[config.mk]
export PLATFORM = sky130hd
export DESIGN_NAME = rm_chain
export DESIGN_NICKNAME = d
export VERILOG_FILES = /design/src/rtl/rm_pkg.sv /design/src/rtl/rm_cell.sv /design/src/rtl/rm_chain.sv
export SDC_FILE = /design/constraint.sdc
export NUM_CORES = 2
export LEC_CHECK = 0
export BUFFER_PORTS_ARGS = -buffer_cell sky130_fd_sc_hd__buf_2
export CAP_MARGIN = 10
export CORE_ASPECT_RATIO = 2
export CORE_MARGIN = 2
export CORE_UTILIZATION = 45
export CTS_BUF_LIST = sky130_fd_sc_hd__clkbuf_2
export CTS_CLUSTER_SIZE = 25
export DETAILED_ROUTE_END_ITERATION = 16
export PLACE_DENSITY = 0.64
export REMOVE_ABC_BUFFERS = 1
export SKIP_LAST_GASP = 1
export SYNTH_ARGS = -nofsm -noshare
export SYNTH_HDL_FRONTEND = slang
export SYNTH_SLANG_ARGS = --single-unit
[constraint.sdc]
create_clock -name clk -period 38.8 [get_ports clk]
set_clock_uncertainty 0.15 [all_clocks]
set_input_delay 1.94 -clock clk [delete_from_list [all_inputs] [get_ports clk]]
set_output_delay 1.94 -clock clk [all_outputs]
set_load 0.005 [all_outputs]
[src/rtl/rm_pkg.sv]
package rm_pkg;

    localparam int DATA_W           = 32;
    localparam int HELD_W           = 7;
    localparam int DEFAULT_CAPACITY = 64;

    typedef logic signed [DATA_W-1:0] sample_t;

    // Operation that one chain performs on an accepted word.
    localparam logic [1:0] OP_NONE       = 2'd0;
    localparam logic [1:0] OP_INSERT     = 2'd1;
    localparam logic [1:0] OP_POP_INSERT = 2'd2;

    typedef struct packed {
        logic [1:0] op;
        sample_t    value;
    } chain_ctrl_t;

    typedef struct packed {
        sample_t sample;
        logic    end_of_stream;
    } rm_in_t;

    typedef struct packed {
        sample_t           median_out;
        logic [HELD_W-1:0] held_count;
        logic              store_full;
        logic              last_out;
    } rm_out_t;

endpackage

[src/rtl/rm_cell.sv]
module rm_cell
    import rm_pkg::*;
#(
    parameter bit DESCEND = 1'b0,
    parameter bit HEAD    = 1'b0
) (
    input  logic        clk,
    input  chain_ctrl_t ctrl,
    input  logic        valid,
    input  sample_t     prev_val,
    input  logic        prev_after,
    input  sample_t     next_val,
    input  logic        next_after,
    input  logic        next_valid,
    output sample_t     val,
    output logic        after
);

    sample_t val_reg;
    sample_t val_next;

    // The cell belongs behind the incoming value in chain order.
    assign after = valid && (DESCEND ? (val_reg < ctrl.value) : (val_reg > ctrl.value));
    assign val   = val_reg;

    always_comb
    begin
        val_next = val_reg;
        case (ctrl.op)
            OP_INSERT:
            begin
                if (valid && !after)
                    val_next = val_reg;
                else if (HEAD || !prev_after)
                    val_next = ctrl.value;
                else
                    val_next = prev_val;
            end
            OP_POP_INSERT:
            begin
                // The head leaves; cells ahead of the new value move one cell toward the head.
                if (next_valid && !next_after)
                    val_next = next_val;
                else if (HEAD || !after)
                    val_next = ctrl.value;
                else
                    val_next = val_reg;
            end
            default: val_next = val_reg;
        endcase
    end

    always_ff @(posedge clk)
    begin
        val_reg <= val_next;
    end

endmodule

[src/rtl/rm_chain.sv]
module rm_chain
    import rm_pkg::*;
#(
    parameter int DEPTH   = DEFAULT_CAPACITY / 2,
    parameter int CNT_W   = $clog2(DEFAULT_CAPACITY + 1),
    parameter bit DESCEND = 1'b0
) (
    input  logic             clk,
    input  chain_ctrl_t      ctrl,
    input  logic [CNT_W-1:0] cnt,
    output sample_t          head
);

    sample_t    vals  [DEPTH];
    logic       after [DEPTH];
    logic       valid [DEPTH];

    genvar i;
    generate
        for (i = 0; i < DEPTH; i++)
        begin : g_cell
            sample_t prev_v;
            logic    prev_a;
            sample_t next_v;
            logic    next_a;
            logic    next_ok;

            assign valid[i] = (cnt > CNT_W'(i));

            if (i == 0)
            begin : g_first
                assign prev_v = vals[i];
                assign prev_a = 1'b0;
            end
            else
            begin : g_mid
                assign prev_v = vals[i-1];
                assign prev_a = after[i-1];
            end

            if (i == DEPTH - 1)
            begin : g_last
                assign next_v  = vals[i];
                assign next_a  = 1'b0;
                assign next_ok = 1'b0;
            end
            else
            begin : g_inner
                assign next_v  = vals[i+1];
                assign next_a  = after[i+1];
                assign next_ok = valid[i+1];
            end

            rm_cell #(
                .DESCEND (DESCEND),
                .HEAD    (i == 0)
            ) u_cell (
                .clk        (clk),
                .ctrl       (ctrl),
                .valid      (valid[i]),
                .prev_val   (prev_v),
                .prev_after (prev_a),
                .next_val   (next_v),
                .next_after (next_a),
                .next_valid (next_ok),
                .val        (vals[i]),
                .after      (after[i])
            );
        end
    endgenerate

    assign head = vals[0];

endmodule

==> metrics.md <==
| Metric | Value |
|---|---|
| Worst path most repeated cell | `buf_4` |
| RSZ-0062 raised after global routing | `false` |
| Setup bufs post-CTS | `0` |
| Die Y | `628 µm` |
| Flop pwr share | `0.296` |
| Pleak | `about 0.038 µW` |
| Layout cells sized above 1 | `0.139` |
| CTS hold repair buffers | `0` |
| HP Class | `flop to flop` |
| Crit end category | `flop` |
| Die X | `316 µm` |
| Top Layer Used | `met5` |
| Commonest non-fill, non-tap cell in the layout | `ha_1` |
| Total congestion overflow | `0` |
| Most frequent cells in the layout | `1025 x ha_1, 1024 x edfxtp_1, 989 x mux2i_1` |
| Cell row count | `229` |
| Largest net degree at the start of global routing | `154` |
| Resized cells post-CTS | `0` |
| Vias in the first global route | `approximately 75000` |
| EDFF count, synth | `1024` |
| First-pass GRT wire length | `484 mm` |
| Worst Max-Slew Pin Slew | `1.32 ns` |
| WL met3 | `about 33 mm` |
| Worst-path cell chain | `buf_2 > buf_4 > inv_2 > ha_1 > buf_4 > clkinv_1 > buf_4 > o221a_2 > nand2_1 > buf_4 > o31a_1 > buf_4 > o221a_2 > mux2i_1 > nand2b_1 > o221ai_1` |
| Comb power frac | `0.613` |
| Fin nets | `9831` |
| Worst vdd ir | `0.0000598 V` |
| Core Area | `194000 µm²` |
| Crit-path leading delay family | `buffers and inverters` |
| Tot GR Track Use | `0.321` |
| Number of failing hold endpoints at the final stage | `0` |
| Slowest Stage Delay on Critical Path | `0.65 ns` |
| H-tree depth | `5` |
| Wire length on met1 | `125 mm` |
| Cell taking the most area after synthesis | `edfxtp_1` |
| Sw Ratio | `0.494` |
| Crit path required time | `around 40 ns` |
| CP Max Fanout | `38` |
| Critical path type | `input port to flop` |
| Top cells by area, synth | `edfxtp_1 35%, ha_1 15%, mux2i_1 11%, a21oi_1 4.5%, mux2_2 4.4%` |
| Met2 routed WL | `146 mm` |
| Detailed-route wire length | `330 mm` |
| Max FFs per register | `1024` |
| Initial antenna violation count | `18` |
| Total die area | `198000 µm²` |
| Root Buffer | `clkbuf_2` |
| Sink Count | `~1000` |
| Sequential share of the synthesized area | `0.351` |
| Worst skew pair latency | `around 1.6 ns` |
| I/O pin count | `between 70 and 80` |
| RD Place Congestion | `0.942` |
| Period minus WS final | `around 6.6 ns` |
| Syn. warnings | `0` |
| Cell count after synthesis | `8853` |
| P_int | `4610 µW` |
| Endpoints failing setup | `0` |
| Max cap viols | `0` |
| Layout area overhead | `6.28%` |
| CTS tree | `done` |
| Drt via density | `6.76` |
| Total CTS buffers | `around 280` |
| NetSw | `4510 µW` |
| Synth cell types | `85` |
| Async set-reset flop share out of synthesis | `0` |
| Final core occ | `0.480` |
| Starting density of the core | `0.452` |
| Achievable Freq | `152 MHz` |
| CTS clock-pin slew for the worst setup and hold paths | `about 0.11 ns` |
| Buffers on Ports | `73` |
| Seq cells post-synth | `1024` |
| Status | `finished, final reports clean` |
| Mean area per synthesized cell | `9.89 µm²` |
| Routed WL per cell | `28.7 µm` |
| Bufs on Longest Clock Path | `4` |
| Startpoint Class | `input port` |
| Critical path buffers and inverters | `8` |
| Power per Cell Area | `approximately 98 nW/µm²` |
| Drt first-iter violations | `9204` |
| Post-synth top area share | `0.351` |
| Drt first pass iters | `8` |
| Final period utilization | `0.170` |
| # DRC | `0` |
| Setup TNS | `0 ns` |
| Worst path arrival time | `7.76 ns` |
| Clk pwr share | `0.091` |
| Count of pins over their slew limit | `0` |
| CP max-delay cell | `o31a_1` |
| Hpwl dp | `226 mm` |
| Ys flop type | `edfxtp_1` |
| Via count | `77800` |
| Post-Synthesis Cell Area | `87600 µm²` |
| Number of routed nets with antenna violations | `0` |
| Max_slew headroom | `0.117` |
cell type report:
class | count | area, µm²
Clock buffer | 420 | 2100
Timing Repair Buffer | 285 | 2030
Inverter | 113 | 439
Antenna cell | 11 | 27.5
Clock inverter | 48 | 270
Multi-Input combinational cell | 7057 | 54300
Sequential cell | 1024 | 30700
Tap cell | 2541 | 3180
Fill cell | 18300 | 101000
metal layers:
layer / vias up / global-route usage
met5: - / 0
met4: 14 / 0.212
met3: 1167 / 0.0651
met2: 4398 / 0.495
met1: 37300 / 0.405
li1: 34900 / -
cell usage after synthesis (all sizes together) (52+ instances only):
cell type,instances
o22ai,222
nor2,548
a21oi,784
o21ai,678
a211oi,170
o21bai,64
nand3,137
o2bb2ai,74
clkbuf,548
o211ai,114
mux2i,992
nand2,603
edfxtp,1024
buf,111
o32ai,61
a22oi,97
a21o,87
o21a,62
nor3,52
nand4,203
a32oi,63
o221ai,125
mux2,387
inv,80
ha,1026
through the flow:
step / hold WS, ns / setup slack (ns) / std cells / area (µm²) / power [µW]
floorplan: 0.380 / -17.32 / 8194 / 85000 / 6570
global placement: 0.394 / 31.00 / 11000 / 90600 / 8000
detailed placement: 0.411 / 30.91 / 11000 / 90600 / 8140
CTS: 0.437 / 32.56 / 11500 / 93000 / 8980
global route: 0.472 / 32.18 / 11500 / 93100 / 9730
finish: 0.429 / 32.22 / 11500 / 93100 / 9110
cells by family (layout without fill, tap and decap cells):
logic type / count (synthesis) / in the layout / share of synthesized area
flops: 1024 / 1024 / 0.351
mux: 1379 / 1379 / 0.165
fa+ha+maj: 1026 / 1026 / 0.147
compound gates: 2861 / 2861 / 0.210
xor+xnor: 1 / 1 / 0.000100
simple gates: 1790 / 1790 / 0.0936
other cells: 0 / 11 / 0
buf+inv: 772 / 866 / 0.0343
power groups by stage:
stage | registers, µW | logic (µW) | clock network, µW
6_report | 2690 | 5590 | 831
5_1_grt | 2740 | 6100 | 883
4_1_cts | 2670 | 5470 | 838
3_5_place_dp | 2690 | 5450 | 0
3_3_place_gp | 2690 | 5310 | 0
2_1_floorplan | 2520 | 4060 | 0
worst paths after layout:
kind	from	end	slack, ns	cells past startpoint
worst min-delay path	g_cell[1].u_cell.val[26]$_DFFE_PP_	g_cell[0].u_cell.val[26]$_DFFE_PP_	0.43	1
worst max-delay path	ctrl[31]	g_cell[22].u_cell.val[21]$_DFFE_PP_	32.22	16
worst min register to register	g_cell[1].u_cell.val[26]$_DFFE_PP_	g_cell[0].u_cell.val[26]$_DFFE_PP_	0.43	1
worst max register to register	g_cell[22].u_cell.val[31]$_DFFE_PP_	g_cell[22].u_cell.val[21]$_DFFE_PP_	33.30	13
No activity file was read; power rests on OpenSTA's default activity.
